--- src/hw/rtl/lcse_pkg.sv ---
package lcse_pkg;

  localparam int MAX_LEDS_DEF = 1024;

  localparam int CH_W       = 8;
  localparam int IDX_IN_W   = 16;
  localparam int LEN_W      = 11;
  localparam int OFF_W      = 14;
  localparam int SPI_W      = 24;
  localparam int RATIO_W    = 16;
  localparam int DIVD_W     = CH_W + RATIO_W;
  localparam int DIV_STEPS  = 8;
  localparam int SLOT_W     = 2;
  localparam int CFG_IDX_W  = 4;
  localparam int CFG_DATA_W = 48;

  // issue spacing: busy-counter reload value after each accepted item, three result slots each
  localparam int ITEM_GAP = 2;
  localparam int GAP_W    = 2;
  // register stages from input capture to lane result
  localparam int LAT      = 5;

  localparam logic [2:0] PAT_ZERO = 3'b001;
  localparam logic [2:0] PAT_ONE  = 3'b011;
  localparam logic [CH_W-1:0] FULL_SCALE = 8'd255;

  localparam logic [SLOT_W-1:0] SLOT_GREEN = 2'd0;
  localparam logic [SLOT_W-1:0] SLOT_RED   = 2'd1;
  localparam logic [SLOT_W-1:0] SLOT_BLUE  = 2'd2;

  localparam logic [CH_W-1:0]       BRIGHT_RST = 8'd255;
  localparam logic [IDX_IN_W-1:0]   SPLIT_RST  = 16'hFFFF;
  localparam logic [LEN_W-1:0]      LEN_RST    = 11'd0;
  localparam logic [CFG_DATA_W-1:0] RATIO_RST  = 48'h0000_0001_0001_0001;

  typedef enum logic [CFG_IDX_W-1:0] {
    REG_BRIGHTNESS = 4'd0,
    REG_RATIO_EN   = 4'd1,
    REG_SPLIT_IDX  = 4'd2,
    REG_STRIP_LEN  = 4'd3,
    REG_SEG1_NUM   = 4'd4,
    REG_SEG1_DEN   = 4'd5,
    REG_SEG2_NUM   = 4'd6,
    REG_SEG2_DEN   = 4'd7
  } cfg_reg_t;

  typedef struct packed {
    logic [IDX_IN_W-1:0] led_index;
    logic [CH_W-1:0]     red_in;
    logic [CH_W-1:0]     green_in;
    logic [CH_W-1:0]     blue_in;
  } in_item_t;

  typedef struct packed {
    logic [OFF_W-1:0]  byte_offset;
    logic [SPI_W-1:0]  spi_word;
    logic [SLOT_W-1:0] channel_slot;
    logic [CH_W-1:0]   channel_value;
    logic              last_word;
    logic              index_error;
  } out_item_t;

  typedef struct packed {
    logic [RATIO_W-1:0] num;
    logic [RATIO_W-1:0] den;
    logic               bypass;
  } lane_ctl_t;

  typedef struct packed {
    logic ld;
    logic err;
  } mrg_ctl_t;

  function automatic logic [SPI_W-1:0] encode_channel(input logic [CH_W-1:0] v);
    logic [SPI_W-1:0] w;
    w = '0;
    for (int j = 0; j < CH_W; j++) begin
      w[3*(CH_W-1-j) +: 3] = v[j] ? PAT_ONE : PAT_ZERO;
    end
    return w;
  endfunction

endpackage

--- src/hw/rtl/lcse_div_stage.sv ---
module lcse_div_stage
  import lcse_pkg::*;
(
  input  logic                 clk,
  input  logic [RATIO_W-1:0]   rem_i,
  input  logic [DIV_STEPS-1:0] bits_i,
  input  logic [RATIO_W-1:0]   den_i,
  output logic [RATIO_W-1:0]   rem_o,
  output logic [DIV_STEPS-1:0] q_o
);

  logic [RATIO_W-1:0]   rem_nxt, rem_r;
  logic [DIV_STEPS-1:0] q_nxt, q_r;
  logic [RATIO_W:0]     trial;

  // restoring division, one quotient bit per step, MSB first
  always_comb begin
    rem_nxt = rem_i;
    q_nxt   = '0;
    trial   = '0;
    for (int j = DIV_STEPS - 1; j >= 0; j--) begin
      trial = {rem_nxt, bits_i[j]};
      if (trial >= {1'b0, den_i}) begin
        trial    = trial - {1'b0, den_i};
        q_nxt[j] = 1'b1;
      end
      rem_nxt = trial[RATIO_W-1:0];
    end
  end

  always_ff @(posedge clk) begin
    rem_r <= rem_nxt;
    q_r   <= q_nxt;
  end

  assign rem_o = rem_r;
  assign q_o   = q_r;

endmodule

--- src/hw/rtl/lcse_lane.sv ---
module lcse_lane
  import lcse_pkg::*;
(
  input  logic            clk,
  input  logic [CH_W-1:0] ch_i,
  input  logic [CH_W-1:0] brightness_i,
  input  lane_ctl_t       ctl_i,
  output logic [CH_W-1:0] byte_o
);

  logic [2*CH_W-1:0]   prod_r;
  logic [2*CH_W:0]     scl_sum;
  logic [CH_W-1:0]     scaled;

  logic [DIVD_W-1:0]   dvd_r;
  logic [RATIO_W-1:0]  den2_r, den3_r, den4_r;
  logic [CH_W-1:0]     val2_r, val3_r, val4_r, val5_r;
  logic                byp2_r, byp3_r, byp4_r, byp5_r;
  logic                dz2_r, dz3_r, dz4_r, dz5_r;
  logic [2*CH_W-1:0]   lo1_r;
  logic [CH_W-1:0]     lo2_r;
  logic [RATIO_W-1:0]  rem1, rem2;
  logic [CH_W-1:0]     quo;

  // x/255 for x <= 255*255: (x + (x>>8) + 1) >> 8
  assign scl_sum = {1'b0, prod_r} + {{(CH_W+1){1'b0}}, prod_r[2*CH_W-1:CH_W]} + 17'd1;
  assign scaled  = scl_sum[2*CH_W-1:CH_W];

  always_ff @(posedge clk) begin
    prod_r <= (2*CH_W)'(ch_i) * (2*CH_W)'(brightness_i);

    dvd_r  <= DIVD_W'(scaled) * DIVD_W'(ctl_i.num);
    den2_r <= ctl_i.den;
    val2_r <= scaled;
    byp2_r <= ctl_i.bypass;
    dz2_r  <= (ctl_i.den == '0);

    lo1_r  <= dvd_r[2*CH_W-1:0];
    den3_r <= den2_r;
    val3_r <= val2_r;
    byp3_r <= byp2_r;
    dz3_r  <= dz2_r;

    lo2_r  <= lo1_r[CH_W-1:0];
    den4_r <= den3_r;
    val4_r <= val3_r;
    byp4_r <= byp3_r;
    dz4_r  <= dz3_r;

    val5_r <= val4_r;
    byp5_r <= byp4_r;
    dz5_r  <= dz4_r;
  end

  lcse_div_stage u_div_hi (
    .clk    (clk),
    .rem_i  ('0),
    .bits_i (dvd_r[DIVD_W-1:2*CH_W]),
    .den_i  (den2_r),
    .rem_o  (rem1),
    .q_o    ()
  );

  lcse_div_stage u_div_mid (
    .clk    (clk),
    .rem_i  (rem1),
    .bits_i (lo1_r[2*CH_W-1:CH_W]),
    .den_i  (den3_r),
    .rem_o  (rem2),
    .q_o    ()
  );

  // only the low quotient byte is kept
  lcse_div_stage u_div_lo (
    .clk    (clk),
    .rem_i  (rem2),
    .bits_i (lo2_r),
    .den_i  (den4_r),
    .rem_o  (),
    .q_o    (quo)
  );

  assign byte_o = byp5_r ? val5_r : (dz5_r ? FULL_SCALE : quo);

endmodule

--- config.mk ---
export PLATFORM = sky130hd
export DESIGN_NAME = lcse_lane
export DESIGN_NICKNAME = d
export VERILOG_FILES = /design/src/hw/rtl/lcse_pkg.sv /design/src/hw/rtl/lcse_div_stage.sv /design/src/hw/rtl/lcse_lane.sv
export SDC_FILE = /design/constraint.sdc
export NUM_CORES = 1
export LEC_CHECK = 0
export BUFFER_PORTS_ARGS = -buffer_cell sky130_fd_sc_hd__buf_2
export CAP_MARGIN = 20
export CORE_MARGIN = 2
export CORE_UTILIZATION = 51
export CTS_BUF_LIST = sky130_fd_sc_hd__clkbuf_16
export DETAILED_ROUTE_END_ITERATION = 8
export PLACE_DENSITY = 0.74
export SLEW_MARGIN = 40
export SYNTH_ARGS = -nofsm -noshare
export SYNTH_HDL_FRONTEND = slang
export SYNTH_SLANG_ARGS = --single-unit
--- constraint.sdc ---
create_clock -name clk -period 24.9 [get_ports clk]
set_input_delay 1.245 -clock clk [delete_from_list [all_inputs] [get_ports clk]]
set_output_delay 1.245 -clock clk [all_outputs]
set_load 0.02 [all_outputs]
==> flow_results.org, run 1 <==
** Synth
- Synthesis handed over a netlist of around 3,800 instances.
- Portion of the post-synthesis area used by sequential elements :: 12.4%
- Summing the areas of all xor and xnor instances in the mapped netlist gives 7.58% of the synthesized area.
- Proportion of synthesized flip-flops having asynchronous set or reset :: 0%
- Number of storage elements in the synthesis netlist :: roughly 190
- Synth warnings :: 0
- Dominant register cell in the synthesized netlist :: dfxtp_1
- Synthesized area per cell :: 8.20 um^2
- After synthesis, the largest family of logic cells by area is adder cells.
- Synthesis produced a netlist with a net count of 4,438.
- Summing the areas of all and, or, nand and nor instances in the mapped netlist gives 17.6% of the synthesized area.
- Fraction of the mapped netlist area in adder cells :: 27.6%
- In this run, distinct cell masters in the synthesized netlist total 113.
- The synthesized design contains 0 enable-type register cells.
- Post-synthesis compound-gate area fraction :: 19.9%
- Of the post-synthesis cell area, the part taken by muxes is about a tenth.
- Area of the mapped netlist :: roughly 31,000 um^2

** Layout
- After filler insertion, the fill cell instance count of the layout stands at 5,588.
- Number of non-filler instances in the completed layout :: 4,646
- Summing all multi-input logic gate instances after layout gives 25,500 um^2.
- In the final layout, flip-flops and latches occupy a little under 4000 um^2.
- Relative to the synthesized area, the layout overhead comes to 6.34%.
- After the last flow step, the layout net total stands at approximately 4,500.
- In the final layout, the share of cells above drive strength 1 is 11.0%.

** STA
- Final-report hold violation count :: 0
- Setup violations remaining at the end of the flow were counted as 0.
- For the pin with the worst max-slew slack, the measured transition is approximately 0.7 ns.
- On the final layout, the worst clock skew is 0.0220 ns.
- Highest attainable clock frequency :: approximately 43 MHz
- Relative max-transition margin :: between 50 and 60%
- Number of pins with negative max-slew slack in the final report :: 0
- Counting I/O delays and the setup requirement, the final critical path takes 23.30 ns.
- Final worst path period share :: between 90% and 100%

** GRT
- For met3 alone, demand over resource in global routing was 3.79%.
- Pin count of the biggest net entering global routing :: 24
- The number of global-route vias before repair came to between 20,000 and 30,000.
- Busiest grt layer :: met2
- For this run the aggregate overflow at the end of global routing stands at 0.
- The number of antenna violations at the first check in global routing was 4.
- For met1 alone, demand over resource in global routing was 33.5%.
- Met2 track demand over resource in global routing :: a little over two fifths
- Global-route wire length before repair :: 131,000 um
- For this run, the total global-route usage over all layers was measured as about a quarter.

** Clocking
- The clock tree synthesis step divided the H-tree into 4 levels.
- The longest clock path from root to sink contains 2 buffers.
- Clock Root Buffer :: clkbuf_16
- Reg clk slew, reported paths :: 0.07 ns
- The clock net in this run drives a total of between 150 and 200 sinks.
- For this design, the CTS-stage hold fixing added 0 buffers.
- CTS buffer count :: 17
- TritonCTS clock tree :: yes
- Clock network latency to the later pin of the worst-skew pair :: 0.47 ns

** Setup path
- In this run the worst path has a maximum fanout of 15.
- Among all stages on the critical path, the largest delay is contributed by or4_1.
- At the worst endpoint, the required time is about 25 ns.
- Critical Path Sink Type :: flop
- Most Frequent Cell on Critical Path :: o21ai_0
- Critical path buffers and inverters :: 10
- The worst setup path is launched from a flop.
- Type of the setup path with the least slack :: reg -> reg
- STA puts the critical path data arrival time at 23.65 ns.
- On the worst path, the slowest cell contributes a delay of 0.56 ns.
- Top cell family by delay on the critical path :: compound AO/OA/AOI/OAI gates

** Die
- Measured along the x axis, the die boundary spans 251 um.
- The floorplan step defined a die boundary enclosing about 63,000 um^2.
- After floorplanning, the core was divided into 90 placement rows.
- Initial Utilization :: 51.6%
- 58 I/O pins were placed.
- Std-Cell Core Area :: 60,200 um^2
- The die is 251 um tall.

** Placed design
- Detail Placement HPWL :: 66,600 um
- In this run the tool buffered the top-level ports with 57 buffer cells.
- Placed Cells incl. Taps :: 4,609
- Routability-driven placement finished with a final weighted congestion of approximately 0.95.

** Route
- Dividing the detail-routed via count by the number of cells gives 5.90.
- 1st-pass router iterations :: 8
- After detailed routing, the number of remaining DRC violations is 0.
- Initial detailed-routing violation count :: 1,892
- Routed length per instance :: 17.5 um
- Final antenna-violating net count :: 0
- Total wirelength of the detailed-routed design :: slightly above 80,000 um
- The final route contains 27,393 vias.

** Flow run
- Max-capacitance violation count :: 0

** Outcome
- Outcome :: finished clean

** Worst hold path
- The path class of the tightest hold or removal check is reg -> reg.
==> Yosys cell counts, types with 10 or more instances <==
cell       count  area (um^2)
dfxtp_1      192         3840
a21o_1        93          698
and2_1       113          707
xor2_1        89          780
nand4_1       70          438
mux2i_1       37          370
or2_2         12         75.1
nand3_1       62          310
a21boi_0      32          240
xnor2_1      180         1580
clkbuf_1      31          116
o21a_1        64          480
nor2b_1       59          369
or3_1         20          125
a211o_1       13          114
inv_1        373         1400
and3_1        19          119
nand2b_1      34          213
o211a_1       10          100
a31oi_1       23          144
mux2_4        26          390
a21oi_1      252         1260
o21bai_1      36          270
o31a_1        12          105
mux2_2       178         2000
nand2_1      290         1090
ha_1         457         5720
nor3_1        92          460
o211ai_1      25          188
nor4_1        33          206
nor2_1       258          968
buf_2         12         60.1
o41ai_1       12          105
fa_1         142         2840
a211oi_1      27          203
o31ai_1       12         90.1
o2111ai_1     10         87.6
o21ai_0      206         1030
==> metrics by stage <==
step | cell area, um^2 | setup slack, ns | utilization, % | TNS, ns | hold slack, ns
6_report | 33000 | 1.60 | 54.8 | 0 | 0.325
5_1_grt | 33000 | -0.111 | 54.8 | -1.42 | 0.328
3_5_place_dp | 32300 | 1.07 | 53.7 | 0 | 0.312
4_1_cts | 32900 | 0.932 | 54.6 | 0 | 0.327
3_3_place_gp | 32300 | 1.55 | 53.6 | 0 | 0.310
2_1_floorplan | 31100 | 3.63 | - | 0 | 0.310
==> cells by family after synthesis <==
family	count (synthesis)
xor+xnor	269
flops	192
mux	253
simple gates	1107
compound gates	933
fa+ha+maj	599
buf+inv	436
==> layer usage <==
layer / vias up / routed length [um]
met1: 12963 / 36600
met3: 135 / 4380
met2: 649 / 37800
met4: 2 / 2430
li1: 13644 / -
met5: - / 13
==> flip-flops by register name, indices dropped and copies added (netlist names), 8 cells and up <==
signal,cells
den3_r,16
u_div_hi.rem_o,16
val5_r,8
lo2_r,8
u_div_mid.rem_o,16
dvd_r,24
u_div_lo.q_o,8
val3_r,8
den2_r,16
den4_r,16
val4_r,8
val2_r,8
prod_r,16
lo1_r,16
==> path summary, 6_finish.rpt <==
| kind | to | startpoint | cells past startpoint | slack [ns] |
|---|---|---|---|---|
| setup / recovery | u_div_mid.rem_o[10] | den3_r[1] | 98 | 1.60 |
| hold / removal | lo2_r[6] | lo1_r[6] | 0 | 0.33 |
| setup reg to reg | u_div_mid.rem_o[10] | den3_r[1] | 98 | 1.60 |
| hold reg to reg | lo2_r[6] | lo1_r[6] | 0 | 0.33 |
==> repair_timing <==
action                                  CTS  global route
endpoints found under the setup margin    0            17
endpoints found under the hold margin     0             0
gates resized for setup                   0             8
buffers inserted                          0             4
==> layout make-up <==
class / instances / share of cell area [%]
multi-input combinational: 3161 / 77.3
sequential: 192 / 11.6
inverter: 375 / 4.26
tap: 782 / 2.96
timing repair buffer: 103 / 2.01
clock buffer: 17 / 1.29
clock inverter: 15 / 0.500
antenna: 1 / 0.00758
==> cell usage in the layout (no fill, tap or decap), types with 12 or more instances in the layout <==
master | synthesis | routed
mux2_4 | 26 | 26
fa_1 | 142 | 142
a21boi_0 | 32 | 32
mux2i_1 | 37 | 37
clkbuf_16 | 0 | 17
ha_1 | 457 | 457
a21oi_1 | 252 | 251
o21bai_1 | 36 | 36
xnor2_1 | 180 | 180
a211o_1 | 13 | 13
nor3_1 | 92 | 91
dfxtp_1 | 192 | 191
nand2b_1 | 34 | 34
nor2_1 | 258 | 258
o31ai_1 | 12 | 12
and3_1 | 19 | 19
a31oi_1 | 23 | 22
a211oi_1 | 27 | 26
o31a_1 | 12 | 12
mux2_2 | 178 | 178
nand4_1 | 70 | 70
buf_2 | 12 | 57
buf_4 | 3 | 43
a21o_1 | 93 | 93
inv_1 | 373 | 374
and2_1 | 113 | 113
nor2b_1 | 59 | 59
o211ai_1 | 25 | 25
nor4_1 | 33 | 33
o21a_1 | 64 | 64
or2_2 | 12 | 12
nand3_1 | 62 | 62
xor2_1 | 89 | 89
nand2_1 | 290 | 290
o21ai_0 | 206 | 206
or3_1 | 20 | 20
Power of run 1 is left out: the tool's default activity adds up to more than one toggle a clock period on the data nets, which glitch-free logic cannot reach.
==> run 2, diff against run 1 <==
ABC_AREA = 1   (was not set)
==> run 2 against run 1 <==
Net effect:
- synthesized area decreased by 0.74%
- global-route usage grew 2.0 points
- sequential share of layout area rose by 0.26 points
- critical endpoint is now u_div_mid.rem_o[1]
- largest cell class unchanged
- highest routed layer is now met4
==> flow_results.org, run 2 <==
** STA
- The number of failing setup endpoints in the final timing report is 0 (unchanged).
- Final-report hold violation count :: 0 (unchanged)
- Final worst path period share :: 77.0% (-17 points)
- The transition time at the pin with the least slew margin came to 0.813 ns (+0.118 ns).
- The summed negative setup slack over all endpoints came to 0 ns (unchanged).
- Unrepaired setup endpoints after global routing :: false
- Crit path time final :: 19.18 ns (-4.12 ns)
- The worst-case headroom to the max-slew limit is 45.8% (-7.1 points).
- Number of pins with negative max-slew slack in the final report :: 0 (unchanged)
- The maximum achievable frequency was 52.1 MHz (+21%).
- The post-route clock skew was 0.0138 ns (-0.00824 ns).

** Synth
- Fraction of synthesized cell area taken by the top area cell type :: 18.5% (+0.14 points)
- Number of enable flip-flop cells after synthesis :: 0 (unchanged)
- Largest family of logic cells by synthesized area :: adder cells
- Mux cell area share after synthesis :: 0% (-9.4 points)
- Ranked by instance count, the synthesized netlist is headed by 1,223 x nand2_1, 685 x inv_1, 457 x ha_1.
- Portion of the post-synthesis area used by sequential elements :: 12.5% (+0.092 points)
- The gate count of the mapped netlist came to 4,613 (+22%).
- Synthesized area per cell :: 6.68 um^2 (-18%)
- The adder and majority cell fraction of the synthesized area was 27.8% (+0.20 points).
- Proportion of synthesized flip-flops having asynchronous set or reset :: 0% (unchanged)
- The largest total area in the synthesized netlist belongs to ha_1.
- The Yosys warning count is 0 (unchanged).
- The synthesized flop and latch total is 192 (unchanged).
- The cell area after synthesis came to 30,800 um^2 (-0.74%).
- Synthesized net count :: 5,262 (+19%)
- The post-synthesis cell type count came to 54 (-52%).
- In the post-synthesis netlist, the cell with the most instances is nand2_1.
- For this run, the leading register cell type out of synthesis is dfxtp_1.
- Post-synthesis compound-gate area fraction :: 13.9% (-6.0 points)
- The area share of xor/xnor cells in the synthesized design is 9.06% (+1.5 points).
- Simple-Gate Fraction of Synth Area :: 26.9% (+9.3 points)
- In the post-synthesis netlist, the biggest area contributors are ha_1 19%, nand2_1 15%, dfxtp_1 12%, fa_1 9.2%, inv_1 8.3%.

** Route
- The count of nets left with antenna violations after detail routing is 0 (unchanged).
- Initial detailed-routing violation count :: 2,332 (+23%)
- Total number of vias :: 29,690 (+8.4%)
- The ratio of routed vias to standard cells came to 5.49 (-6.9%).
- Routed length per instance :: 16.0 um (-8.3%)
- The number of optimization iterations in the first detailed-route pass is 6 (-2).
- The remaining routing DRC violations came to 0 (unchanged).
- Total wirelength of the detailed-routed design :: 86,700 um (+6.7%)

** GRT
- Met1 Usage GRT :: 37.6% (+4.2 points)
- The number of antenna violations at the first check in global routing came to 0 (-4).
- The layer flagged by global routing as most heavily used is met2.
- The met3 capacity usage during global routing is 3.60% (-0.19 points).
- The combined global-route utilization of all metal layers is 27.5% (+2.0 points).
- Met2 track demand over resource in global routing :: 44.4% (+1.8 points)
- Vias in the first global route :: 27,690 (+6.4%)
- Pin count of the biggest net entering global routing :: 33 (+38%)
- The wire length of the first global-routing pass is 140,000 um (+6.4%).
- Sum of overflow across all layers after global routing :: 0 (unchanged)

** Setup path
- CP Launch Type :: flop
- Top fanout value on the critical path :: 22 (+7)
- Grouping stages by cell kind, the critical path spends the most delay in compound AO/OA/AOI/OAI gates.
- Critical Path Sink Type :: flop
- The signal arrival time at the worst endpoint came to 19.60 ns (-4.05 ns).
- Type of the setup path with the least slack :: reg -> reg
- Required time reported for the critical path endpoint :: 25.32 ns (+0.07 ns)
- Critical path buffers and inverters :: 7 (-3)
- Most Frequent Cell on Critical Path :: nand2_1
- The slack of the worst reg-to-reg path is 5.72 ns (+4.12 ns).
- On the critical path, the stage with the largest delay is an instance of a21oi_2.
- The worst register-to-register path begins at den3_r[1].
- Endpoint of the lowest-slack register-to-register path :: u_div_mid.rem_o[1]
- R2R cell count :: 104 (+6.1%)
- Largest incremental delay on the critical path :: 0.67 ns (+0.11 ns)

** Clocking
- Maximum level of the CTS H-tree :: 4 (unchanged)
- Clock Root Buffer :: clkbuf_16
- Reg clk slew, reported paths :: 0.08 ns (about the same)
- CTS buffer count :: 17 (unchanged)
- Clock tree buffer depth :: 2 (unchanged)
- Buffers inserted during post-CTS setup optimization :: 0 (unchanged)
- Number of sinks driven by the clock tree :: 192 (unchanged)
- TritonCTS clock tree :: yes
- The number of cells upsized or downsized after cts came to 0 (unchanged).
- Hold buffer count at cts :: 0 (unchanged)
- The clock latency of the later-clocked register in the worst-skew pair is 0.48 ns (about the same).

** Worst hold path
- In this run the most critical hold path is launched from val2_r[6].
- Worst min path class :: reg -> reg
- Min-Delay Path Depth :: 0 (unchanged)
- The path with the worst hold slack has its endpoint at val3_r[6].

** Flow run
- The max-cap check violation count was 0 (unchanged).

** Layout
- Number of flip-flops in the largest register :: 24 (unchanged)
- Post-layout net count :: 5,261 (+17%)
- Share of layout cells above drive strength 1 :: 4.24% (-6.7 points)
- Leaving out fill and tap cells, the most frequent cells in the layout are 1,223 x nand2_1, 685 x inv_1, 457 x ha_1.
- The library cell used most frequently in the layout, excluding fill and tap cells, is nand2_1.
- Compared with the post-synthesis result, the final layout area differs by 4.77%.
- Largest reg by FF count :: dvd_r

** Die
- IO Pins :: 58 (unchanged)
- Std-Cell Core Area :: 60,000 um^2 (-0.37%)
- Die W :: 250 um (-0.36%)
- Initial Utilization :: 51.4% (-0.19 points)
- Die boundary height :: 250 um (-0.36%)
- The die area is 62,400 um^2 (-0.72%).
- FP Rows :: 90 (unchanged)

** Placed design
- The last weighted congestion value of the routability-driven placer was 0.948 (-0.40%).
- The final HPWL from detailed placement was 69,700 um (+4.6%).
- The count of input and output buffers is 57 (unchanged).

** Outcome
- Outcome :: finished clean
-- run 2: cell count changes after synthesis, moves of 100 or more --
cell     before   now
a21oi_1     252   352
and2_1      113     1
inv_1       373   685
mux2_2      178     0
nand2_1     290  1223
nand3_1      62   269
xor2_1       89   205
-- run 2: through the flow --
step,setup WS [ns],util (%),std cells,instance area [um^2],hold slack [ns]
after floorplan,8.65,-,4613,30800,0.310
after global placement,6.58,52.9,5375,31700,0.310
after detailed placement,6.04,52.9,5375,31700,0.312
after CTS,5.97,53.8,5406,32300,0.323
after global routing,3.69,53.8,5406,32300,0.331
final,5.72,53.8,5407,32300,0.319
-- run 2: worst max path at each step --
stage	from	to	cells after the start
after floorplan	den3_r[1]	u_div_mid.rem_o[5]	119
after global placement	den3_r[1]	u_div_mid.rem_o[0]	100
after detailed placement	den3_r[1]	u_div_mid.rem_o[1]	103
after CTS	den3_r[1]	u_div_mid.rem_o[1]	103
after global routing	den3_r[1]	u_div_mid.rem_o[1]	103
final	den3_r[1]	u_div_mid.rem_o[1]	104
-- run 2: kinds of logic after synthesis --
group                    after synthesis
AND/OR/NAND/NOR                     1933
buffers and inverters                788
AO/OA/AOI/OAI                        782
adder cells (fa/ha/maj)              599
XOR/XNOR                             319
flip-flops                           192
-- run 2: layout make-up --
class,instances,area (um^2)
Sequential cell,192,3840
Clock inverter,14,144
Tap cell,782,978
Clock buffer,17,425
Inverter,704,2640
Multi-Input combinational cell,3633,23900
Antenna cell,1,2.50
Fill cell,5896,27700
Timing Repair Buffer,64,338
-- run 2: worst reg2reg max path: cells and delay by family (launching register included) --
family / cells / cell delay (ns)
AOI/OAI and AO/OA: 37 / 7.94
adders and majority gates: 8 / 2.74
buffers and inverters: 7 / 1.36
DFF: 1 / 0.64
and+or+nand+nor: 52 / 6.48
-- run 2: layer usage --
metal / vias up / share of wire (%)
li1: 15022 / -
met1: 13584 / 46
met2: 926 / 44
met3: 158 / 6.1
met4: 0 / 3.2
met5: - / 0
Power of run 2 is left out for the same reason.
