$ cat src/hw/rtl/lcse_pkg.sv
package lcse_pkg;

  localparam int MAX_LEDS_DEF = 1024;

  localparam int CH_W       = 8;
  localparam int IDX_IN_W   = 16;
  localparam int LEN_W      = 11;
  localparam int OFF_W      = 14;
  localparam int SPI_W      = 24;
  localparam int RATIO_W    = 16;
  localparam int DIVD_W     = CH_W + RATIO_W;
  localparam int DIV_STEPS  = 8;
  localparam int SLOT_W     = 2;
  localparam int CFG_IDX_W  = 4;
  localparam int CFG_DATA_W = 48;

  // issue spacing: busy-counter reload value after each accepted item, three result slots each
  localparam int ITEM_GAP = 2;
  localparam int GAP_W    = 2;
  // register stages from input capture to lane result
  localparam int LAT      = 5;

  localparam logic [2:0] PAT_ZERO = 3'b001;
  localparam logic [2:0] PAT_ONE  = 3'b011;
  localparam logic [CH_W-1:0] FULL_SCALE = 8'd255;

  localparam logic [SLOT_W-1:0] SLOT_GREEN = 2'd0;
  localparam logic [SLOT_W-1:0] SLOT_RED   = 2'd1;
  localparam logic [SLOT_W-1:0] SLOT_BLUE  = 2'd2;

  localparam logic [CH_W-1:0]       BRIGHT_RST = 8'd255;
  localparam logic [IDX_IN_W-1:0]   SPLIT_RST  = 16'hFFFF;
  localparam logic [LEN_W-1:0]      LEN_RST    = 11'd0;
  localparam logic [CFG_DATA_W-1:0] RATIO_RST  = 48'h0000_0001_0001_0001;

  typedef enum logic [CFG_IDX_W-1:0] {
    REG_BRIGHTNESS = 4'd0,
    REG_RATIO_EN   = 4'd1,
    REG_SPLIT_IDX  = 4'd2,
    REG_STRIP_LEN  = 4'd3,
    REG_SEG1_NUM   = 4'd4,
    REG_SEG1_DEN   = 4'd5,
    REG_SEG2_NUM   = 4'd6,
    REG_SEG2_DEN   = 4'd7
  } cfg_reg_t;

  typedef struct packed {
    logic [IDX_IN_W-1:0] led_index;
    logic [CH_W-1:0]     red_in;
    logic [CH_W-1:0]     green_in;
    logic [CH_W-1:0]     blue_in;
  } in_item_t;

  typedef struct packed {
    logic [OFF_W-1:0]  byte_offset;
    logic [SPI_W-1:0]  spi_word;
    logic [SLOT_W-1:0] channel_slot;
    logic [CH_W-1:0]   channel_value;
    logic              last_word;
    logic              index_error;
  } out_item_t;

  typedef struct packed {
    logic [RATIO_W-1:0] num;
    logic [RATIO_W-1:0] den;
    logic               bypass;
  } lane_ctl_t;

  typedef struct packed {
    logic ld;
    logic err;
  } mrg_ctl_t;

  function automatic logic [SPI_W-1:0] encode_channel(input logic [CH_W-1:0] v);
    logic [SPI_W-1:0] w;
    w = '0;
    for (int j = 0; j < CH_W; j++) begin
      w[3*(CH_W-1-j) +: 3] = v[j] ? PAT_ONE : PAT_ZERO;
    end
    return w;
  endfunction

endpackage

$ cat src/hw/rtl/lcse_merge.sv
module lcse_merge
  import lcse_pkg::*;
#(
  parameter int MAX_LEDS = MAX_LEDS_DEF
) (
  input  logic                clk,
  input  logic                rst_n,
  input  mrg_ctl_t            ctl_i,
  input  logic [((MAX_LEDS > 1) ? $clog2(MAX_LEDS) : 1)-1:0] idx_i,
  input  logic [CH_W-1:0]     red_i,
  input  logic [CH_W-1:0]     green_i,
  input  logic [CH_W-1:0]     blue_i,
  output logic                out_strobe_o,
  output out_item_t           out_data_o
);

  localparam int IDX_W = (MAX_LEDS > 1) ? $clog2(MAX_LEDS) : 1;
  localparam int SUM_W = (IDX_W + 4 > OFF_W) ? IDX_W + 4 : OFF_W;

  logic              act_r, act_nxt;
  logic [SLOT_W-1:0] slot_r, slot_nxt;
  logic              strobe_r, strobe_nxt;
  logic [OFF_W-1:0]  base_r, base_nxt;
  logic [CH_W-1:0]   red_r, red_nxt, blue_r, blue_nxt;
  out_item_t         out_r, out_nxt;
  logic [SUM_W-1:0]  base_full;

  // index * 9
  assign base_full = SUM_W'({idx_i, 3'b000}) + SUM_W'(idx_i);

  function automatic out_item_t mk_word(input logic [OFF_W-1:0] base,
                                        input logic [SLOT_W-1:0] slot,
                                        input logic [CH_W-1:0] val);
    out_item_t w;
    w.byte_offset   = base + OFF_W'(slot) + OFF_W'({slot, 1'b0});
    w.spi_word      = encode_channel(val);
    w.channel_slot  = slot;
    w.channel_value = val;
    w.last_word     = (slot == SLOT_BLUE);
    w.index_error   = 1'b0;
    return w;
  endfunction

  always_comb begin
    act_nxt    = act_r;
    slot_nxt   = slot_r;
    strobe_nxt = 1'b0;
    base_nxt   = base_r;
    red_nxt    = red_r;
    blue_nxt   = blue_r;
    out_nxt    = out_r;
    priority if (ctl_i.ld) begin
      strobe_nxt = 1'b1;
      if (ctl_i.err) begin
        out_nxt             = '0;
        out_nxt.last_word   = 1'b1;
        out_nxt.index_error = 1'b1;
        act_nxt             = 1'b0;
      end else begin
        base_nxt = base_full[OFF_W-1:0];
        red_nxt  = red_i;
        blue_nxt = blue_i;
        out_nxt  = mk_word(base_full[OFF_W-1:0], SLOT_GREEN, green_i);
        act_nxt  = 1'b1;
        slot_nxt = SLOT_RED;
      end
    end else if (act_r) begin
      strobe_nxt = 1'b1;
      out_nxt    = mk_word(base_r, slot_r, (slot_r == SLOT_RED) ? red_r : blue_r);
      if (slot_r == SLOT_BLUE) begin
        act_nxt = 1'b0;
      end else begin
        slot_nxt = SLOT_BLUE;
      end
    end else begin
      strobe_nxt = 1'b0;
    end
  end

  always_ff @(posedge clk) begin
    if (!rst_n) begin
      act_r    <= 1'b0;
      slot_r   <= SLOT_GREEN;
      strobe_r <= 1'b0;
    end else begin
      act_r    <= act_nxt;
      slot_r   <= slot_nxt;
      strobe_r <= strobe_nxt;
    end
  end

  always_ff @(posedge clk) begin
    base_r <= base_nxt;
    red_r  <= red_nxt;
    blue_r <= blue_nxt;
    out_r  <= out_nxt;
  end

  assign out_strobe_o = strobe_r;
  assign out_data_o   = out_r;

endmodule
$ cat config.mk
export PLATFORM = sky130hd
export DESIGN_NAME = lcse_merge
export DESIGN_NICKNAME = d
export VERILOG_FILES = /design/src/hw/rtl/lcse_pkg.sv /design/src/hw/rtl/lcse_merge.sv
export SDC_FILE = /design/constraint.sdc
export NUM_CORES = 1
export LEC_CHECK = 0
export BUFFER_PORTS_ARGS = -buffer_cell sky130_fd_sc_hd__buf_2
export CORE_MARGIN = 5
export CORE_UTILIZATION = 35
export DETAILED_ROUTE_END_ITERATION = 6
export GPL_TIMING_DRIVEN = 0
export PLACE_DENSITY = 0.66
export SLEW_MARGIN = 20
export SYNTH_ARGS = -nofsm -noshare
export SYNTH_HDL_FRONTEND = slang
export SYNTH_SLANG_ARGS = --single-unit
$ cat constraint.sdc
create_clock -name clk -period 2.7 [get_ports clk]
set_input_delay 0 -clock clk [delete_from_list [all_inputs] [get_ports clk]]
set_output_delay 0 -clock clk [all_outputs]
set_load 0.02 [all_outputs]
==> reports/qor.yml, run 1 <==
job:
  cap_violations: 0
critical_path:
  cp.arrival_ps: 2640
  worstPathMaxFanout: 5
  crit_path_end_kind: "flop"
  worstPathRequired_ps: 2790
  startpoint_type: "flop"
  critPathKind: "flop to flop"
clock_network:
  max-clock-path-buffers: 2
  worstSkewPairLatency_ps: 340
  cts_max_level: 3
  cts_tree: "yes"
  cts_buffers: 9
  cts_root_buffer: "clkbuf_8"
  clock_sinks: 61
  clk_pin_slew_ps: 70
detailed_routing:
  totalWireLength_mm: 6.75
  viasPerCell: 4.55
  drtIter0Drc: 87
  wire_per_inst_um: 13.6
  drtPass1Iterations: 4
  ant_nets: 0
  dr_total_vias: 2250
  drc: 0
synth:
  yosys_most_used_dff: "edfxtp_1"
  synth-edff-count: 57
  synth_async_sr_flop_share_pct: 0
  ys_seq_area_share_pct: 58.4
  synthesis.area_um2: 3070
  synth_cell_types: 40
  syn_avg_cell_area_um2: 12.2
  postSynthCellCount: 251
  yosys_warnings: 0
  ys_ff_latch: 61
global_route:
  antenna_found_initial: 0
  grt_max_degree: 29
  grt_overflow: 0
  grt_usage_pct: 12.8
  grt_pass1_vias: 2250
  grt_pass1_wl_mm: 11.0
timing:
  fin_crit_ps: 2550
  fin_skew_ps: 6.78
  slew_headroom_pct: 55.7
  setup_tns_ps: 0
  hold_viol_final: 0
  max_freq_mhz: 392
  maxSlewViolCount: 0
  tightest_slew_ps: 665
  rsz0062_at_grt: "no"
  finalCritPeriodShare_pct: 94.5
  setup_viol: 0
layout:
  syn_to_final_growth_pct: 37.6
  fin_nets: 437
  diodes: 0
  drive_gt1_share_pct: 35.9
  stdcell_area_um2: 4220
placement:
  routabilityCongestion: 0.865
  io_buffers: 79
  placed_area_um2: 3650
  dp_hpwl_mm: 4.84
floorplan:
  dieArea_um2: 10700
  num_io_pins: 89
  core_area_um2: 8640
  dieWidth_um: 104
  fp-row-count: 34
  die_y_um: 104
  initial_core_util_pct: 35.5
power_and_ir_drop:
  p_per_area_nw_per_um2: 608
  ir_worst_vdd_mv: 0.244
  p_leak_nw: 1.78
worst_hold_path:
  hold_path.class: "input pin to flop"
status:
  outcome: "complete, no violations"
==> critical path, stage by stage, from the launching register on <==
cell and delay, ps:
dfxtp_2 350, inv_2 70, fa_1 470, inv_2 90
ha_4 130, inv_1 50, fa_2 410, inv_2 70
a21o_4 140, nand4_1 120, and3b_1 180, a211o_1 220
==> sequential cells by signal, indices dropped and copies added (netlist names) <==
signal and cells:
act_r 1, base_r 14, blue_r 8, out_data_o 27, out_strobe_o 1, red_r 8
slot_r 2
==> power breakdown <==
group          total (mW)  switching [mW]  internal [mW]
Sequential           1.18          0.0347           1.14
Combinational       0.493           0.282          0.211
Clock               0.898           0.375          0.523
Total                2.57           0.692           1.87
==> what timing repair did <==
item,4_1_cts,5_1_grt
setup endpoints to repair,2,2
hold buffers,28,0
pin swaps,1,6
hold endpoints to repair,31,0
gates resized for setup,4,8
buffers inserted,0,5
==> per-layer routing <==
layer | up-vias | global-route usage [%] | routed length, um
met3 | 6 | 4.85 | 439
met2 | 69 | 21.6 | 3400
met4 | 0 | 4.78 | 96
li1 | 1136 | - | -
met1 | 1039 | 14.7 | 2810
met5 | - | 0 | 0
==> cell type report <==
type | count | area, um^2
clock buffer | 9 | 124
buffer | 30 | 200
fill | 782 | 4410
inverter | 14 | 52.6
tap | 108 | 135
multi-input combinational | 153 | 1070
clock inverter | 7 | 98.8
timing repair buffer | 113 | 741
sequential | 61 | 1800
==> kinds of logic (layout without fill, tap and decap cells) <==
logic type                 Yosys count  in the layout  synth area share (%)
DFF                                 61             61                  58.4
and+or+nand+nor                     56             56                  8.89
AOI/OAI and AO/OA                   48             48                  9.58
buffers and inverters               44            173                  8.19
adders and majority gates           17             17                  7.66
xor gates and xnor gates            16             16                  4.57
muxes                                8              8                  2.61
other                                1              8                 0.122
==> metrics by stage <==
stage	instances	util [%]	worst slack (ps)	hold WS, ps	total power, mW
global route	495	48.9	36.0	50.6	2.70
global placement	445	42.0	-127	178	1.63
finish	495	48.9	149	34.0	2.57
detailed placement	446	42.3	-145	179	1.65
CTS	490	48.3	45.1	24.6	2.59
floorplan	258	-	154	98.9	1.49
==> cells in the final DEF, fill, tap and decap left out, types with 3 or more instances in the layout <==
cell / instances
inv_2: 5
a211oi_1: 3
nand3_1: 6
clkbuf_1: 6
conb_1: 8
mux2i_1: 8
buf_4: 28
ha_1: 13
a21oi_1: 8
xnor2_1: 6
inv_1: 8
nand2_1: 25
xor2_1: 10
o21ai_0: 21
nor2b_1: 3
clkbuf_8: 9
nor2_1: 9
edfxtp_1: 57
buf_2: 79
dlygate4sd3_1: 28
==> path summary, 6_finish.rpt <==
path / startpoint / end / slack (ps) / cells after the start
hold reg to reg: slot_r[0] / slot_r[0] / 530 / 2
setup reg to reg: slot_r[1] / out_data_o[49] / 150 / 11
hold / removal: idx_i[3] / base_r[3] / 30 / 2
setup / recovery: slot_r[1] / out_data_o[49] / 150 / 11
==> cells in the mapped netlist, types with 4 or more instances <==
cell type | instances | share of area [%]
a21oi_1 | 8 | 1.3
o21ai_0 | 21 | 3.4
xnor2_1 | 6 | 1.7
inv_1 | 13 | 1.6
ha_1 | 14 | 5.7
buf_4 | 23 | 5.6
nor2_1 | 9 | 1.1
mux2i_1 | 8 | 2.6
dfxtp_1 | 4 | 2.6
nand2_1 | 25 | 3.1
xor2_1 | 10 | 2.9
clkbuf_1 | 7 | 0.86
nand3_1 | 6 | 0.98
edfxtp_1 | 57 | 56
Note: power is estimated with default switching activity, not from simulation.
==> inputs of run 2 (changes only) <==
- ABC_CLOCK_PERIOD_IN_PS: unset -> 2700
- CORE_MARGIN: 5 -> 4
==> reports/qor.yml, run 2 (synthesis results as in run 1) <==
global_route:
  grt_usage_pct: 13.7  # was 12.8%
  grt_max_degree: 29  # unchanged
  grt_pass1_vias: 2162  # was 2250
  antenna_found_initial: 0  # unchanged
  globalRouteMet3Util_pct: 3.10  # was 4.85%
  grt_use_met2_pct: 22.9  # was 21.6%
  grt_pass1_wl_mm: 10.5  # was 11.0 mm
  grt.busiest_layer: "met2"  # unchanged
  grtUsageMet1_pct: 16.3  # was 14.7%
  grt_overflow: 0  # unchanged
critical_path:
  crit_path_frequent_cell: "inv_1"  # was inv_2
  critPathKind: "flop to flop"  # unchanged
  crit_path_cell_trace: "inv_2 -> fa_1 -> inv_1 -> ha_2 -> inv_1 -> fa_2 -> inv_1 -> a21o_1 -> nand4_1 -> and3b_1 -> a211o_1"  # was inv_2 -> fa_1 -> inv_2 -> ha_4 -> inv_1 -> fa_2 -> inv_2 -> a21o_4 -> nand4_1 -> and3b_1 -> a211o_1
  worstPathRequired_ps: 2800  # was 2790 ps
  crit_path_end_kind: "flop"  # unchanged
  cp.arrival_ps: 2660  # was 2640 ps
  startpoint_type: "flop"  # unchanged
  slowest_stage: "fa_1"  # unchanged
  worstPathMaxFanout: 3  # was 5
  slowest_delay_ps: 460  # was 470 ps
layout:
  largest_reg_flops: 27  # unchanged
  register_area_um2: 1800  # unchanged
  final_cell_mix: "buf_2 (79), edfxtp_1 (57), dlygate4sd3_1 (28)"  # was buf_2 (79), edfxtp_1 (57), buf_4 (28), dlygate4sd3_1 (28), nand2_1 (25)
  diodes: 0  # unchanged
  multiInputGateArea_um2: 1060  # was 1070 um^2
  stdcell_area_um2: 4130  # was 4220 um^2
  drive_gt1_share_pct: 34.4  # was 35.9%
  fin_nets: 434  # was 437
  nFillCells: 767  # was 782
  syn_to_final_growth_pct: 34.4  # was 37.6%
  final_common_cell: "buf_2"  # unchanged
  fin_cells: 489  # was 495
detailed_routing:
  dr_total_vias: 2263  # was 2250
  wire_per_inst_um: 14.2  # was 13.6 um
  viasPerCell: 4.63  # was 4.55
  drc: 0  # unchanged
  ant_nets: 0  # unchanged
  drtIter0Drc: 82  # was 87
  drtPass1Iterations: 4  # unchanged
  totalWireLength_mm: 6.92  # was 6.75 mm
worst_hold_path:
  hold_path.class: "input pin to flop"  # unchanged
placement:
  placed_cells: 443  # was 446
  routabilityCongestion: 0.873  # was 0.865
  io_buffers: 79  # unchanged
  dp_hpwl_mm: 4.90  # was 4.84 mm
  placed_area_um2: 3640  # was 3650 um^2
  dpl_worst_slack_ps: -155  # was -145 ps
timing:
  fin_crit_ps: 2560  # was 2550 ps
  fin_skew_ps: 12.2  # was 6.78 ps
  slew_headroom_pct: 55.3  # was 55.7%
  rsz0062_at_grt: "no"  # unchanged
  finalCritPeriodShare_pct: 94.9  # was 94.5%
  tightest_slew_ps: 670  # was 665 ps
  setup_viol: 0  # unchanged
  layout_setup_ws_ps: 138  # was 149 ps
  maxSlewViolCount: 0  # unchanged
  max_freq_mhz: 390  # was 392 MHz
  hold_viol_final: 0  # unchanged
  holdWs_ps: 20.4  # was 34.0 ps
floorplan:
  dieArea_um2: 10300  # was 10700 um^2
  die_y_um: 102  # was 104 um
  dieWidth_um: 102  # was 104 um
  fp-row-count: 33  # was 34
  core_area_um2: 8380  # was 8640 um^2
  initial_core_util_pct: 36.6  # was 35.5%
  num_io_pins: 89  # unchanged
clock_network:
  cts_root_buffer: "clkbuf_8"  # unchanged
  max-clock-path-buffers: 2  # unchanged
  cts_tree: "yes"  # unchanged
  clock_sinks: 61  # unchanged
  cts_max_level: 3  # unchanged
  clk_pin_slew_ps: 70  # about the same
  worstSkewPairLatency_ps: 350  # was 340 ps
  cts_buffers: 9  # unchanged
power_and_ir_drop:
  ir_worst_vdd_mv: 0.259  # was 0.244 mV
  p_per_area_nw_per_um2: 575  # was 608 nW/um^2
  p_leak_nw: 1.75  # was 1.78 nW
status:
  outcome: "complete, no violations"  # unchanged
job:
  cap_violations: 0  # unchanged
run 2: path summary, 6_finish.rpt:
path | slack (ps) | from | end | cells past startpoint
max | 140 | slot_r[0] | out_data_o[49] | 11
min reg2reg | 520 | slot_r[0] | slot_r[0] | 2
max reg2reg | 140 | slot_r[0] | out_data_o[49] | 11
min | 20 | idx_i[3] | base_r[3] | 2
run 2: timing repair:
| item | CTS | global route |
|---|---|---|
| endpoints found under the setup margin | 1 | 9 |
| resized for setup | 2 | 8 |
| setup buffers | 1 | 1 |
| endpoints found under the hold margin | 31 | 0 |
| pin swaps | 1 | 4 |
| hold buffers | 28 | 0 |
run 2: power breakdown:
group / switching [mW] / leakage, nW / total [mW] / internal, mW
Sequential: 0.0355 / 0.592 / 1.18 / 1.14
Clock: 0.375 / 0.0918 / 0.712 / 0.337
Combinational: 0.279 / 1.06 / 0.484 / 0.205
Total: 0.689 / 1.75 / 2.37 / 1.68
run 2: through the flow:
step,setup TNS [ps],utilization [%],power (mW)
floorplan,0,-,1.49
global placement,-109,43.2,1.63
detailed placement,-155,43.5,1.64
CTS,0,49.0,2.40
global route,0,49.2,2.49
finish,0,49.2,2.37
run 2: critical path, delay by kind of cell, from the launching register on:
kind	cells	cell delay, ps
compound gates	2	430
simple gates	2	320
fa+ha+maj	3	980
flops	1	360
buf+inv	4	230
run 2: cell type report:
cell class              count  share of cell area (%)
inverters                  14                    1.27
well taps                 105                    3.18
plain buffers              30                    4.85
flip-flops and latches     61                    43.6
repair buffers            110                    17.3
clock buffers               9                    3.00
multi-input cells         153                    25.6
clock inverters             7                    1.18
run 2: per-layer routing:
| metal | wire (um) | vias to the layer above |
|---|---|---|
| li1 | - | 1128 |
| met1 | 2850 | 1047 |
| met2 | 3400 | 72 |
| met3 | 469 | 16 |
| met4 | 199 | 0 |
| met5 | 0 | - |
==> inputs of run 3 (changes only) <==
- BUFFER_PORTS_ARGS: -buffer_cell sky130_fd_sc_hd__buf_2 -> unset
- DONT_BUFFER_PORTS: unset -> 1
- PLACE_DENSITY: 0.66 -> 0.57
==> reports/qor.yml, run 3 (synthesis results as in run 1) <==
status:
  outcome: "complete, no violations"  # unchanged
detailed_routing:
  drtPass1Iterations: 4  # unchanged
  drc: 0  # unchanged
  ant_nets: 0  # unchanged
  dr_total_vias: 2024  # was 2263
  viasPerCell: 4.87  # was 4.63
  drtIter0Drc: 87  # was 82
  totalWireLength_mm: 7.08  # was 6.92 mm
  wire_per_inst_um: 17.0  # was 14.2 um
timing:
  maxSlewViolCount: 0  # unchanged
  rsz0062_at_grt: "no"  # unchanged
  setup_viol: 0  # unchanged
  tightest_slew_ps: 720  # was 670 ps
  setup_tns_ps: 0  # unchanged
  fin_skew_ps: 6.00  # was 12.2 ps
  finalCritPeriodShare_pct: 95.7  # was 94.9%
  slew_headroom_pct: 52.0  # was 55.3%
  max_freq_mhz: 387  # was 390 MHz
  hold_viol_final: 0  # unchanged
  holdWs_ps: 5.41  # was 20.4 ps
  layout_setup_ws_ps: 116  # was 138 ps
  fin_crit_ps: 2580  # was 2560 ps
power_and_ir_drop:
  finalPower_mw: 2.43  # was 2.37 mW
  p_leak_nw: 1.47  # was 1.75 nW
  switchingPower_mw: 0.697  # was 0.689 mW
  p_per_area_nw_per_um2: 633  # was 575 nW/um^2
  swShare_pct: 28.7  # was 29.1%
  seqPwrFrac_pct: 51.4  # was 49.6%
  power.internal_mw: 1.73  # was 1.68 mW
  p_clk_share_pct: 34.2  # was 30.0%
  p_comb_share_pct: 14.4  # was 20.4%
  ir_worst_vdd_mv: 0.199  # was 0.259 mV
global_route:
  grt_pass1_wl_mm: 10.7  # was 10.5 mm
  grt.busiest_layer: "met2"  # unchanged
  grtUsageMet1_pct: 16.1  # was 16.3%
  globalRouteMet3Util_pct: 3.51  # was 3.10%
  grt_pass1_vias: 2069  # was 2162
  grt_overflow: 0  # unchanged
  grt_max_degree: 29  # unchanged
  grt_usage_pct: 14.1  # was 13.7%
  antenna_found_initial: 0  # unchanged
  grt_use_met2_pct: 23.4  # was 22.9%
layout:
  final_common_cell: "edfxtp_1"  # was buf_2
  largest_reg_flops: 27  # unchanged
  fin_cells: 416  # was 489
  drive_gt1_share_pct: 16.7  # was 34.4%
  diodes: 0  # unchanged
  stdcell_area_um2: 3830  # was 4130 um^2
  final_cell_mix: "edfxtp_1 (57), dlygate4sd3_1 (36), nand2_1 (25)"  # was buf_2 (79), edfxtp_1 (57), dlygate4sd3_1 (28)
  fin_util_pct: 45.7  # was 49.2%
  fin_nets: 361  # was 434
  syn_to_final_growth_pct: 24.9  # was 34.4%
critical_path:
  reg2reg_depth: 11  # unchanged
  slowest_delay_ps: 460  # about the same
  startpoint_type: "flop"  # unchanged
  cp.arrival_ps: 2680  # was 2660 ps
  crit_path_cell_trace: "inv_2 -> fa_1 -> inv_1 -> ha_1 -> inv_1 -> fa_2 -> inv_1 -> a21o_4 -> nand4_1 -> and3b_1 -> a211o_1"  # was inv_2 -> fa_1 -> inv_1 -> ha_2 -> inv_1 -> fa_2 -> inv_1 -> a21o_1 -> nand4_1 -> and3b_1 -> a211o_1
  timing.rr.start: "slot_r[0]"  # unchanged
  slowest_stage: "fa_1"  # unchanged
  crit_path_end_kind: "flop"  # unchanged
  worstPathMaxFanout: 5  # was 3
  regToRegSetupSlack_ps: 120  # was 140 ps
  critPathKind: "flop to flop"  # unchanged
  path_delay_family: "adder cells"  # unchanged
  worstReg2RegEnd: "out_data_o[49]"  # unchanged
  crit_buf_inv: 4  # unchanged
  worstPathRequired_ps: 2800  # about the same
  crit_path_frequent_cell: "inv_1"  # unchanged
floorplan:
  initial_core_util_pct: 36.6  # unchanged
  core_area_um2: 8380  # unchanged
  fp-row-count: 33  # unchanged
  dieWidth_um: 102  # unchanged
  die_y_um: 102  # unchanged
  dieArea_um2: 10300  # unchanged
  num_io_pins: 89  # unchanged
job:
  cap_violations: 0  # unchanged
placement:
  placed_cells: 364  # was 443
  dp_hpwl_mm: 4.86  # was 4.90 mm
  routabilityCongestion: 0.906  # was 0.873
  dpl_worst_slack_ps: -165  # was -155 ps
  io_buffers: 0  # was 79
  placed_area_um2: 3260  # was 3640 um^2
clock_network:
  worstSkewPairLatency_ps: 350  # about the same
  clk_pin_slew_ps: 70  # about the same
  cts_tree: "yes"  # unchanged
  cts_root_buffer: "clkbuf_8"  # unchanged
  cts_buffers: 9  # unchanged
  clock_sinks: 61  # unchanged
  max-clock-path-buffers: 2  # unchanged
  cts_max_level: 3  # unchanged
worst_hold_path:
  whs_endpoint: "slot_r[0]"  # was base_r[3]
  hold_path.class: "input pin to flop"  # unchanged
  min-delay-start: "ctl_i[0]"  # was idx_i[3]
  hold_depth: 3  # was 2
## run 3: power groups by stage
stage	Clock, mW	Combinational (mW)	Sequential (mW)
global placement	0	0.290	1.27
CTS	0.845	0.353	1.25
floorplan	0	0.240	1.25
global route	0.898	0.391	1.26
detailed placement	0	0.298	1.27
finish	0.830	0.350	1.25
## run 3: layout make-up
cell class	count	area (um^2)
Timing Repair Buffer	37	388
Buffer	30	200
Clock inverter	7	73.8
Sequential cell	61	1800
Multi-Input combinational cell	153	1070
Inverter	14	52.6
Fill cell	765	4550
Tap cell	105	131
Clock buffer	9	124
## run 3: worst min-delay path, stage by stage
cell and delay [ps]:
inv_1 70, nand2_1 150, a21boi_0 100
## run 3: metal layers
| layer | wire (um) | share of wire, % |
|---|---|---|
| met5 | 0 | 0 |
| met4 | 259 | 3.7 |
| met3 | 339 | 4.8 |
| met2 | 3580 | 51 |
| met1 | 2900 | 41 |
## run 3: how the worst max path moves through the flow
stage,depth (start not counted),from,to
floorplan,11,slot_r[0],out_data_o[49]
global placement,11,slot_r[0],out_data_o[49]
detailed placement,11,slot_r[0],out_data_o[49]
CTS,11,slot_r[0],out_data_o[49]
global route,11,slot_r[0],out_data_o[49]
finish,11,slot_r[0],out_data_o[49]
## run 3: repair_timing
item,4_1_cts,5_1_grt
hold buffers,36,0
cloned,0,0
endpoints found under the setup margin,1,5
pin swaps,0,2
setup buffers,0,0
hold endpoints to repair,47,0
resized for setup,4,4
